[config.mk]
export PLATFORM = sky130hd
export DESIGN_NAME = ddpe_reduce
export DESIGN_NICKNAME = d
export VERILOG_FILES = /design/src/sv/ddpe_pkg.sv /design/src/sv/ddpe_reduce.sv
export SDC_FILE = /design/constraint.sdc
export NUM_CORES = 1
export LEC_CHECK = 0
export ABC_AREA = 1
export BUFFER_PORTS_ARGS = -buffer_cell sky130_fd_sc_hd__buf_4
export CAP_MARGIN = 20
export CORE_MARGIN = 2
export CORE_UTILIZATION = 35
export CTS_BUF_LIST = sky130_fd_sc_hd__clkbuf_4 sky130_fd_sc_hd__clkbuf_8
export CTS_CLUSTER_DIAMETER = 120
export DETAILED_ROUTE_END_ITERATION = 7
export PLACE_DENSITY = 0.58
export SETUP_SLACK_MARGIN = 0.3
export SYNTH_ARGS = -nofsm -noshare
export SYNTH_HDL_FRONTEND = slang
export SYNTH_SLANG_ARGS = --single-unit
export TNS_END_PERCENT = 100
[constraint.sdc]
create_clock -name clk -period 2.8 [get_ports clk]
set_input_delay 0.42 -clock clk [delete_from_list [all_inputs] [get_ports clk]]
set_output_delay 0.42 -clock clk [all_outputs]
set_load 0.01 [all_outputs]
[src/sv/ddpe_pkg.sv]
// Shared types, constants and helper functions for the pose update pipeline.
`default_nettype none
package ddpe_pkg;

  localparam int FRAC_BITS     = 16;
  localparam int CORDIC_STAGES = 18;
  localparam int NUM_ITER      = (CORDIC_STAGES < 30) ? CORDIC_STAGES : 30;

  localparam int DATA_W    = 32;
  localparam int STEP_W    = 24;
  localparam int CFG_IDX_W = 8;

  localparam logic [CFG_IDX_W-1:0] REG_STEP_TIME  = CFG_IDX_W'(0);
  localparam logic [CFG_IDX_W-1:0] REG_ROT_OFFSET = CFG_IDX_W'(1);

  localparam logic [63:0] PI_Q60 = 64'h3243F6A8885A308D;

  function automatic logic [63:0] pi_at(input int k);
    return (PI_Q60 + (64'd1 << (59 - k))) >> (60 - k);
  endfunction

  localparam logic [63:0] PI_FULL    = pi_at(FRAC_BITS + 1);
  localparam logic [63:0] PI_HALF    = pi_at(FRAC_BITS);
  localparam logic [63:0] PI_QUARTER = pi_at(FRAC_BITS - 1);

  function automatic int red_steps();
    int n;
    n = 40;
    for (int i = 40; i >= 1; i--) begin
      if ((PI_FULL << (i - 1)) >= 64'h80000000) n = i;
    end
    return n;
  endfunction

  localparam int RED_STEPS = red_steps();
  localparam int A_W       = 34;
  localparam int R_W       = FRAC_BITS + 5;
  localparam int ANG_W     = 34;
  localparam int CS_W      = FRAC_BITS + 2;
  localparam int WI_W      = 64 - FRAC_BITS;
  localparam int V_W       = 64 - FRAC_BITS;

  localparam int RED_LAT  = RED_STEPS + 2;
  localparam int COR_LAT  = NUM_ITER + 1;
  localparam int SIDE_LAT = RED_LAT + COR_LAT;

  localparam logic signed [ANG_W-1:0] GAIN_Q30 = ANG_W'(652032874);

  function automatic logic [31:0] atan_q30(input int i);
    logic [31:0] a;
    case (i)
      0:       a = 32'd843314857;
      1:       a = 32'd497837829;
      2:       a = 32'd263043837;
      3:       a = 32'd133525159;
      4:       a = 32'd67021687;
      5:       a = 32'd33543516;
      6:       a = 32'd16775851;
      7:       a = 32'd8388437;
      8:       a = 32'd4194283;
      9:       a = 32'd2097149;
      default: a = (i <= 29) ? (32'd1 << (30 - i)) : 32'd0;
    endcase
    return a;
  endfunction

  typedef struct packed {
    logic signed [DATA_W-1:0] px;
    logic signed [DATA_W-1:0] py;
    logic signed [DATA_W-1:0] ph;
    logic signed [DATA_W-1:0] v;
    logic signed [DATA_W-1:0] w;
  } side_t;

endpackage
`default_nettype wire

[src/sv/ddpe_reduce.sv]
// Heading reduction into [-pi/2, pi/2] with a fold flag, one compare-subtract per stage.
`default_nettype none
module ddpe_reduce (
  input  wire logic                                clk,
  input  wire logic                                en,
  input  wire logic signed [ddpe_pkg::DATA_W-1:0]  heading,
  output logic signed [ddpe_pkg::ANG_W-1:0]        z,
  output logic                                     flip
);

  localparam int AW = ddpe_pkg::A_W;
  localparam int RW = ddpe_pkg::R_W;
  localparam int NS = ddpe_pkg::RED_STEPS;
  localparam logic [AW-1:0] BIAS = AW'(ddpe_pkg::PI_FULL << (NS - 1));
  localparam logic signed [RW-1:0] FULL_R = $signed(ddpe_pkg::PI_FULL[RW-1:0]);
  localparam logic signed [RW-1:0] HALF_R = $signed(ddpe_pkg::PI_HALF[RW-1:0]);
  localparam logic signed [RW-1:0] QUAR_R = $signed(ddpe_pkg::PI_QUARTER[RW-1:0]);

  logic [AW-1:0] acc [NS+1];
  logic signed [RW-1:0] r0, r1, r2;
  logic fl;

  always_ff @(posedge clk) begin
    if (en) begin
      acc[0] <= {{(AW - ddpe_pkg::DATA_W){heading[ddpe_pkg::DATA_W-1]}}, heading} + BIAS;
    end
  end

  for (genvar j = 0; j < NS; j++) begin : g_step
    localparam logic [AW-1:0] SUB = AW'(ddpe_pkg::PI_FULL << (NS - 1 - j));
    always_ff @(posedge clk) begin
      if (en) begin
        acc[j+1] <= (acc[j] >= SUB) ? acc[j] - SUB : acc[j];
      end
    end
  end

  always_comb begin
    r0 = $signed(acc[NS][RW-1:0]);
    r1 = (r0 > HALF_R) ? r0 - FULL_R : r0;
    fl = 1'b0;
    r2 = r1;
    if (r1 > QUAR_R) begin
      r2 = r1 - HALF_R;
      fl = 1'b1;
    end else if (r1 < -QUAR_R) begin
      r2 = r1 + HALF_R;
      fl = 1'b1;
    end
  end

  always_ff @(posedge clk) begin
    if (en) begin
      z    <= $signed({{(ddpe_pkg::ANG_W - RW){r2[RW-1]}}, r2}) <<< (30 - ddpe_pkg::FRAC_BITS);
      flip <= fl;
    end
  end

endmodule
`default_nettype wire

==> results of run 1 <==
[layer usage]
| layer | track usage | part of all wire |
|---|---|---|
| met1 | 0.163 | 0.41 |
| met2 | 0.269 | 0.52 |
| met3 | 0.0239 | 0.030 |
| met4 | 0.0613 | 0.036 |
| met5 | 0 | 0 |
[per-stage QoR]
stage	hold WS [ps]	setup TNS [ps]	instances	area [um^2]	util
after global placement	402	-2290	4298	31500	0.393
after floorplan	400	0	3018	28300	-
after global routing	60.6	-5230	4603	35800	0.447
after detailed placement	405	-3300	4298	31500	0.393
final	85.9	-2130	4603	35800	0.447
after CTS	15.7	-633	4549	34600	0.432
[cell families after synthesis]
group / Yosys count
flops: 517
simple gates: 1472
other cells: 1
fa+ha+maj: 18
buf+inv: 419
compound gates: 212
mux: 4
xor+xnor: 362
[power breakdown]
part           switching [mW]  total, mW  internal (mW)
clock network            3.19       7.17           3.98
logic                    5.03       8.98           3.95
registers                1.01       11.4           10.4
total                    9.23       27.5           18.3
[Yosys cell counts (all sizes together), types with 3 or more instances]
library cell,number
a21boi,3
nand2,673
xnor2,129
a31oi,8
inv,362
edfxtp,517
clkinv,4
or3,5
o2111ai,5
o21bai,4
o211ai,7
buf,31
nand3b,8
or2,11
and3,3
o22ai,5
xor2,233
nor3,77
a211oi,7
a21oi,64
clkbuf,22
o31ai,3
o41ai,3
nand4,74
nand3,198
ha,18
mux2,3
o21ai,93
nor2,389
nor4,32
[flip-flops by register name (all words and copies together) (netlist names)]
| name | cells |
|---|---|
| acc | 496 |
| flip | 1 |
| z | 20 |
[worst reg2reg max path: stages, from the launching register on]
cell and delay, ps:
edfxtp_1 380, ha_2 200, nand2_2 70, nor3_4 280, nand4_4 190, nand3_4 180
buf_8 150, nand2_2 50, nand2_2 90, inv_2 80, nor2_2 150, nand2_1 100
nor2_2 130, nand4_1 120, buf_6 160, nand3_4 150, inv_4 100, nand2_1 70
nand2_1 40
[path summary, 6_finish.rpt]
path	start	endpoint	slack (ps)	cells past startpoint
hold reg to reg	acc[0][6]	acc[1][6]	410	0
hold / removal	heading[20]	acc[0][20]	90	3
setup / recovery	acc[14][1]	z[20]	-130	18
setup reg to reg	acc[14][1]	z[20]	-130	18
[area by class of cell]
class                   instances  area, um^2  share of cell area
diodes                          5        12.5            0.000349
flip-flops and latches        517       15500               0.433
inverters                     366        1400              0.0391
multi-input cells            2084       12200               0.342
clock buffers                 116        1440              0.0402
repair inverters                3        26.3            0.000734
repair buffers                403        3410              0.0952
well taps                    1060        1330              0.0370
clock inverters                49         433              0.0121
[placed cells by master (no fill, tap or decap), types with 10 or more instances in the layout]
cell type,n
nand3_2,26
conb_1,14
nand2_2,71
clkinv_2,10
dlygate4sd3_1,28
nand2_1,589
buf_12,10
clkbuf_8,91
nand3_1,165
o21ai_0,66
clkinv_1,27
xor2_1,230
or2_2,10
nand2_4,12
buf_6,24
clkbuf_4,25
a21oi_1,51
nor3_2,19
nor2_4,18
inv_1,331
nor4_1,24
nor3_1,53
o21ai_1,17
nor2_1,321
a21oi_2,12
buf_4,331
inv_2,27
xnor2_1,128
nor2_2,50
edfxtp_1,517
nand4_1,73
[timing repair]
item	CTS	global route
resized for setup	143	211
gates cloned	8	3
endpoints found under the hold margin	28	0
setup buffers	50	46
endpoints found under the setup margin	78	200
pin swaps	60	76
hold buffers	28	0
==> impl_metrics.csv, run 1 <==
group,metric,value,unit
clock_tree,clock_path_buffers,3,
synthesis,ys_seq_elements,517,
synthesis,synth_top_family_by_area,"simple AND/OR/NAND/NOR gates",
timing,slew_headroom,0.577,
synthesis,ys_warn_count,0,
route,first_pass_iters,5,
route,drc,0,
timing,period_share,1.04,
placement,port_buffers,54,
timing,period_needed,2930,ps
min_path,hold_path_class,"input port to register",
critical_path,crit_fanout,9,
route,num_vias,21300,
route,drtAntennaViolNets,0,
finish,drive_gt1_frac,0.236,
finish,fillers,7619,
clock_tree,cts_tree,"yes",
floorplan,row_count,104,
route,finalWirelength,61300,um
synthesis,async_flop_share,0,
floorplan,initial_core_util,0.352,
clock_tree,cts-root-buf,"clkbuf_8",
synthesis,synth.distinct_cells,55,
clock_tree,cts_made_buffers,91,
clock_tree,clkSinkCount,517,
timing,setup_ws,-126,ps
global_route,track_usage,0.145,
clock_tree,clk_pin_slew_worst_paths,60,ps
timing,rsz0062_at_grt,"true",
clock_tree,htreeDepth,3,
synthesis,synth_ff_type,"edfxtp_1",
power,p_per_area,768,mW/mm^2
power,peakVddDrop,0.000364,V
route,viasPerCell,4.64,
synthesis,yosysTopAreaCellShare,0.551,
critical_path,path_cells,"ha_2 > nand2_2 > nor3_4 > nand4_4 > nand3_4 > buf_8 > nand2_2 > nand2_2 > inv_2 > nor2_2 > nand2_1 > nor2_2 > nand4_1 > buf_6 > nand3_4 > inv_4 > nand2_1 > nand2_1",
placement,place_hpwl,43700,um
global_route,antenna_found_initial,1,
timing,worst_pin_slew,628,ps
global_route,grt-ovfl-total,0,
synthesis,synth-seq-area-share,0.551,
timing,drv_slew,0,
global_route,grt_pass1_vias,20700,
run_status,status,"complete, but fails checks",
placement,gp_congestion,0.899,
power,power,27.5,mW
clock_tree,clock_latency,710,ps
timing,setup_viol,21,
critical_path,worstPathRequired,3240,ps
synthesis,synth-compound-area-share,0.0431,
floorplan,die-width,288,um
floorplan,dieArea,0.0828,mm^2
critical_path,slowest_delay,380,ps
finish,area_growth,27.0,%
synthesis,syn_area,0.0282,mm^2
critical_path,worst-path-buf-inv,4,
synthesis,synth_adder_area_share,0.00799,
critical_path,startpoint_type,"register",
finish,nets,3518,
floorplan,die_h,288,um
synthesis,yosysTopAreaCell,"edfxtp_1",
critical_path,arrival,3370,ps
synthesis,synthCells,3005,
job,cap_violations,0,
synthesis,synth_simple_gate_area_share,0.224,
critical_path,setup.worst_path.class,"register to register",
synthesis,synthTopCellsByArea,"edfxtp_1, nand2_1, xor2_1, nor2_1, inv_1",
timing,finalHoldViolations,0,
synthesis,syn_avg_cell_area,9.38,um^2
power,p_leak,14.8,nW
global_route,grt_max_degree,99,
synthesis,synth_edf_count,517,
global_route,grt_pass1_wl,98400,um
run_status,violations,"setup timing",
synthesis,synth_mux_area_frac,0.00155,
critical_path,cp_top_family,"simple AND/OR/NAND/NOR gates",
route,routedWlPerCell,13.3,um
timing,clock_skew,41.5,ps
critical_path,cpMaxStageDelayCell,"edfxtp_1",
route,drt_iter0_markers,950,
placement,pre_cts_slack,-189,ps
synthesis,synthXorXnorAreaFrac,0.112,
floorplan,ios,69,
critical_path,cp-end-kind,"register",
floorplan,core,0.0802,mm^2
timing,fmaxAchievable,0.342,GHz
(Power assumes the default switching activity.)
==> run 2, diff against run 1 <==
--- a/config.mk
+++ b/config.mk
@@ -9,11 +9,11 @@
 export BUFFER_PORTS_ARGS = -buffer_cell sky130_fd_sc_hd__buf_4
 export CAP_MARGIN = 20
 export CORE_MARGIN = 2
-export CORE_UTILIZATION = 35
+export CORE_UTILIZATION = 59
 export CTS_BUF_LIST = sky130_fd_sc_hd__clkbuf_4 sky130_fd_sc_hd__clkbuf_8
 export CTS_CLUSTER_DIAMETER = 120
 export DETAILED_ROUTE_END_ITERATION = 7
-export PLACE_DENSITY = 0.58
+export PLACE_DENSITY = 0.86
 export SETUP_SLACK_MARGIN = 0.3
 export SYNTH_ARGS = -nofsm -noshare
 export SYNTH_HDL_FRONTEND = slang
==> run 2 against run 1 <==
The flow finishes with violations (DRC, setup timing). Non-clock buffer count is 1 lower. Maximum frequency down 0.77%. Clock skew is essentially flat. First-iteration DRC count grew to 3.1 times the previous value. Cell count fell by 10%. Count of clock-buffer cells in the layout down 17. Routed wire length increased by 26%. Global-route usage up 11 points. Die area fell by 40%. Design area fell by 1.5%. Clock power is 2% higher. Critical path type unchanged. Critical endpoint is now z[32]. Largest power group unchanged. Highest routed layer unchanged.
==> impl_metrics.csv, run 2 (synthesis gave the netlist of run 1 again) <==
group,metric,value,unit
run_status,status,"complete, but fails checks",
run_status,violations,"DRC, setup timing",
critical_path,rr_endpoint,"z[32]",
finish,largest_reg_flops,496,
timing,fmaxAchievable,0.339,GHz
route,num_vias,24100,
min_path,hold_path_end,"acc[0][13]",
timing,clock_skew,41.7,ps
timing,rsz0062_at_grt,"true",
timing,setup_viol,21,
clock_tree,htreeDepth,3,
route,routedWlPerCell,18.7,um
floorplan,die-width,223,um
global_route,antenna_found_initial,1,
floorplan,dieArea,0.0495,mm^2
route,drt_iter0_markers,2979,
finish,area_growth,25.2,%
timing,period_needed,2950,ps
finish,top_regs,"acc (496), z (20), flip (1)",
min_path,holdCritStartpoint,"heading[13]",
route,drtAntennaViolNets,0,
clock_tree,cts_made_buffers,83,
timing,worst_pin_slew,832,ps
critical_path,setup.worst_path.class,"register to register",
timing,drv_slew,0,
route,viasPerCell,5.83,
critical_path,regToRegSetupSlack,-150,ps
power,p_per_area,793,mW/mm^2
route,first_pass_iters,8,
global_route,grt_max_degree,80,
critical_path,reg2reg_depth,18,
placement,gp_congestion,0.977,
finish,final_common_cell,"nand2_1",
route,drc,1,
floorplan,ios,69,
min_path,hold_path_class,"input port to register",
finish,fin_cells,4138,
critical_path,cp-end-kind,"register",
global_route,track_usage,0.260,
placement,port_buffers,54,
placement,pre_cts_slack,-212,ps
timing,setup_ws,-148,ps
clock_tree,clock_path_buffers,3,
finish,seq_area,0.0155,mm^2
placement,placed_cells,3850,
power,p_leak,14.7,nW
power,peakVddDrop,0.000505,V
floorplan,row_count,80,
min_path,hold_depth,2,
global_route,grt_pass1_vias,22200,
global_route,grt-ovfl-total,0,
finish,regMostFlops,"acc",
timing,finalHoldViolations,0,
timing,slew_headroom,0.440,
floorplan,core,0.0474,mm^2
finish,final_cell_mix,"nand2_1, edfxtp_1, buf_4",
critical_path,startpoint_type,"register",
finish,nets,3507,
timing,period_share,1.05,
floorplan,initial_core_util,0.594,
timing,fin_setup_tns,-2340,ps
clock_tree,cts_tree,"yes",
critical_path,worstPathRequired,3240,ps
finish,multiInputGateArea,0.0124,mm^2
floorplan,die_h,223,um
finish,drive_gt1_frac,0.243,
route,finalWirelength,77300,um
clock_tree,cts-root-buf,"clkbuf_8",
finish,fillers,2761,
clock_tree,clkSinkCount,517,
placement,place_hpwl,44500,um
clock_tree,clock_latency,710,ps
clock_tree,clk_pin_slew_worst_paths,70,ps
global_route,grt_pass1_wl,104000,um
critical_path,arrival,3390,ps
critical_path,r2r-start,"acc[14][0]",
critical_path,crit_fanout,8,
job,cap_violations,0,
==> run 2: changes by cell type in the layout (fill, tap and decap cells not counted), sizes merged <==
cell / before / now
nand3: 200 / 199
bufinv: 6 / 11
inv: 373 / 370
dlygate4sd3: 28 / 15
buf: 373 / 386
clkbuf: 118 / 100
diode: 5 / 1
clkinv: 38 / 36
clkinvlp: 1 / 4
==> run 2: how the worst max path moves through the flow <==
stage                      from  endpoint  slack (ps)
floorplan            acc[14][1]     z[17]          80
global route         acc[14][0]     z[32]        -290
CTS                 acc[14][20]     z[31]         -10
global placement    acc[14][20]     z[31]        -110
finish               acc[14][0]     z[32]        -150
detailed placement  acc[14][20]     z[18]        -210
==> run 2: cell type report <==
class,instances,share of cell area
flip-flops and latches,517,0.440
multi-input cells,2083,0.353
repair buffers,402,0.0938
inverters,366,0.0396
clock buffers,99,0.0360
well taps,615,0.0218
clock inverters,53,0.0155
repair inverters,2,0.000355
diodes,1,0.0000709
==> run 2: report_power, final <==
| part | leakage [nW] | total (mW) | switching [mW] | internal (mW) |
|---|---|---|---|---|
| combinational | 8.73 | 9.11 | 5.35 | 3.76 |
| sequential | 5.07 | 11.5 | 1.18 | 10.4 |
| clock | 0.945 | 7.34 | 3.28 | 4.06 |
| total | 14.7 | 28.0 | 9.81 | 18.2 |
==> run 2: stage by stage <==
stage | hold slack [ps] | total power [mW] | utilization | cell area, um^2
final | 41.1 | 28.0 | 0.744 | 35300
after global routing | 33.8 | 29.2 | 0.744 | 35300
after CTS | 0.0523 | 26.7 | 0.706 | 33500
after detailed placement | 405 | 19.1 | 0.652 | 30900
after global placement | 401 | 18.9 | 0.652 | 30900
after floorplan | 400 | 16.1 | - | 28300
==> run 2: critical path, stage by stage, from the launching register on <==
cell and delay [ps]:
edfxtp_1 430, ha_2 220, nand2_2 70, nor3_4 200
nand4_4 150, nand3_4 160, buf_6 160, buf_12 120
nand2_4 60, nand2_8 100, ha_4 130, nand4_1 90
nor2_1 120, nand4_1 130, buf_4 180, nand3_4 140
inv_4 90, nand3_1 80, nand2_1 60
==> run 2: repair_timing <==
action	4_1_cts	5_1_grt
hold endpoints to repair	15	0
setup buffers	28	87
hold buffers	15	0
setup endpoints to repair	96	215
resized for setup	94	294
cloned	3	2
pin swaps	18	124
==> run 2: routing by layer <==
layer,track usage,vias to the layer above,part of all wire
met4,0.118,0,0.051
met3,0.0442,380,0.078
li1,-,10900,-
met5,0,-,0
met1,0.295,11300,0.35
met2,0.478,1528,0.52
==> run 3, diff against run 2 <==
--- a/config.mk
+++ b/config.mk
@@ -9,12 +9,13 @@
 export BUFFER_PORTS_ARGS = -buffer_cell sky130_fd_sc_hd__buf_4
 export CAP_MARGIN = 20
 export CORE_MARGIN = 2
-export CORE_UTILIZATION = 59
+export CORE_UTILIZATION = 60
 export CTS_BUF_LIST = sky130_fd_sc_hd__clkbuf_4 sky130_fd_sc_hd__clkbuf_8
 export CTS_CLUSTER_DIAMETER = 120
 export DETAILED_ROUTE_END_ITERATION = 7
-export PLACE_DENSITY = 0.86
+export PLACE_DENSITY = 0.84
 export SETUP_SLACK_MARGIN = 0.3
+export SKIP_LAST_GASP = 1
 export SYNTH_ARGS = -nofsm -noshare
 export SYNTH_HDL_FRONTEND = slang
 export SYNTH_SLANG_ARGS = --single-unit
==> constraint.sdc (replaced) <==
create_clock -name clk -period 3.3 [get_ports clk]
set_input_delay 0.495 -clock clk [delete_from_list [all_inputs] [get_ports clk]]
set_output_delay 0.495 -clock clk [all_outputs]
set_load 0.01 [all_outputs]
==> run 3 against run 2 <==
The run now ends clean. Critical path depth up 1. Count of clock-buffer cells in the layout up 9. Register-to-register slack better by 460 ps. Critical endpoint is now z[27]. Highest routed layer unchanged.
==> impl_metrics.csv, run 3 (synthesis gave the netlist of run 1 again) <==
group,metric,value,unit
critical_path,cpMaxStageDelayCell,"edfxtp_1",
critical_path,path_cells,"buf_4 > inv_1 > a21oi_1 > nor2_1 > nand3_4 > nand3_4 > buf_12 > nand2_1 > nand2_2 > buf_6 > nand2_1 > nor3_4 > nor2_2 > inv_1 > nand2_1 > o21ai_1 > nand2_1 > nand2_1 > o21ai_1",
timing,worst_pin_slew,749,ps
finish,top_regs,"acc (496), z (20), flip (1)",
floorplan,core,0.0465,mm^2
timing,period_needed,2990,ps
finish,regMostFlops,"acc",
timing,clock_skew,47.7,ps
critical_path,setup.worst_path.class,"register to register",
route,num_vias,21800,
clock_tree,cts_made_buffers,84,
timing,finalHoldViolations,0,
timing,rsz0062_at_grt,"true",
timing,setup_ws,315,ps
finish,final_common_cell,"nand2_1",
route,viasPerCell,5.59,
critical_path,crit_fanout,8,
route,drc,0,
placement,port_buffers,54,
critical_path,r2r-start,"acc[14][15]",
clock_tree,clkSinkCount,517,
floorplan,dieArea,0.0487,mm^2
global_route,grt_pass1_vias,21600,
power,p_per_area,680,mW/mm^2
critical_path,slowest_delay,400,ps
job,cap_violations,0,
route,routedWlPerCell,16.7,um
finish,diodes,0,
critical_path,arrival,3410,ps
run_status,status,"finished clean",
clock_tree,clk_pin_slew_worst_paths,70,ps
global_route,track_usage,0.269,
global_route,grt_pass1_wl,104000,um
timing,setup_viol,0,
route,drt_iter0_markers,1975,
global_route,antenna_found_initial,0,
finish,seq_area,0.0155,mm^2
critical_path,cp-end-kind,"register",
floorplan,ios,69,
route,routed.top_layer,"met4",
timing,fmaxAchievable,0.335,GHz
floorplan,die_h,221,um
clock_tree,clock_path_buffers,3,
route,finalWirelength,65100,um
critical_path,worstPathRequired,3720,ps
route,dr_wl_met3,3450,um
finish,multiInputGateArea,0.0114,mm^2
timing,fin_setup_tns,0,ps
clock_tree,clock_latency,680,ps
clock_tree,htreeDepth,3,
critical_path,startpoint_type,"register",
route,met1_length,25700,um
power,p_leak,13.4,nW
finish,drive_gt1_frac,0.126,
finish,area_growth,14.4,%
min_path,hold_path_class,"input port to register",
global_route,grt-ovfl-total,0,
power,peakVddDrop,0.000474,V
finish,final_cell_mix,"nand2_1, edfxtp_1, nor2_1",
timing,drv_slew,0,
min_path,holdCritStartpoint,"heading[31]",
floorplan,die-width,221,um
placement,gp_congestion,0.951,
route,first_pass_iters,5,
floorplan,row_count,79,
clock_tree,cts_tree,"yes",
critical_path,cpMostUsedCell,"nand2_1",
placement,place_hpwl,46800,um
timing,slew_headroom,0.497,
timing,period_share,0.905,
route,drtAntennaViolNets,0,
placement,pre_cts_slack,83.7,ps
route,met2_length,33400,um
clock_tree,cts-root-buf,"clkbuf_8",
global_route,grt_max_degree,90,
critical_path,startpoint,"acc[14][15]",
finish,fillers,3391,
floorplan,initial_core_util,0.607,
finish,largest_reg_flops,496,
finish,nets,3272,
==> run 3: stage by stage <==
step | area, um^2 | utilization | total power [mW] | hold slack, ps | std cells
global route | 32300 | 0.694 | 23.1 | 106 | 3893
CTS | 31700 | 0.682 | 21.5 | 73.5 | 3862
finish | 32300 | 0.694 | 21.9 | 118 | 3893
global placement | 29600 | 0.638 | 15.4 | 401 | 3687
floorplan | 28200 | - | 13.5 | 400 | 3018
detailed placement | 29600 | 0.638 | 15.6 | 405 | 3687
==> run 3: critical path, delay by kind of cell (launching register included) <==
kind / cells / cell delay [ps]
AOI/OAI and AO/OA: 3 / 280
buffers and inverters: 5 / 640
DFF: 1 / 400
and+or+nand+nor: 11 / 1430
==> run 3: final timing paths <==
kind | end | slack (ps) | cells after the start
worst max-delay path | z[27] | 310 | 19
worst min-delay path | acc[0][32] | 120 | 2
worst max register to register | z[27] | 310 | 19
worst min register to register | acc[8][3] | 410 | 0
==> run 3: area by class of cell <==
cell class                      count  share of cell area
Tap cell                          607              0.0235
Multi-Input combinational cell   2082               0.352
Sequential cell                   517               0.481
Clock inverter                     44              0.0119
Timing Repair Buffer              169              0.0454
Inverter                          366              0.0439
Clock buffer                      108              0.0420
==> run 3: where the power goes <==
group,internal [mW],switching (mW)
clock,3.24,2.58
sequential,8.79,0.918
combinational,2.45,3.95
==> run 3: routing by layer <==
| layer | track usage | vias up |
|---|---|---|
| met5 | 0 | - |
| met4 | 0.121 | 0 |
| met3 | 0.0419 | 183 |
| met2 | 0.487 | 810 |
| met1 | 0.315 | 10300 |
| li1 | - | 10500 |
==> run 3: what timing repair did <==
item,CTS,global route
pin swaps,3,30
hold endpoints to repair,13,0
cloned,1,2
resized for setup,21,105
endpoints found under the setup margin,22,53
buffers inserted,9,29
hold buffers,13,0
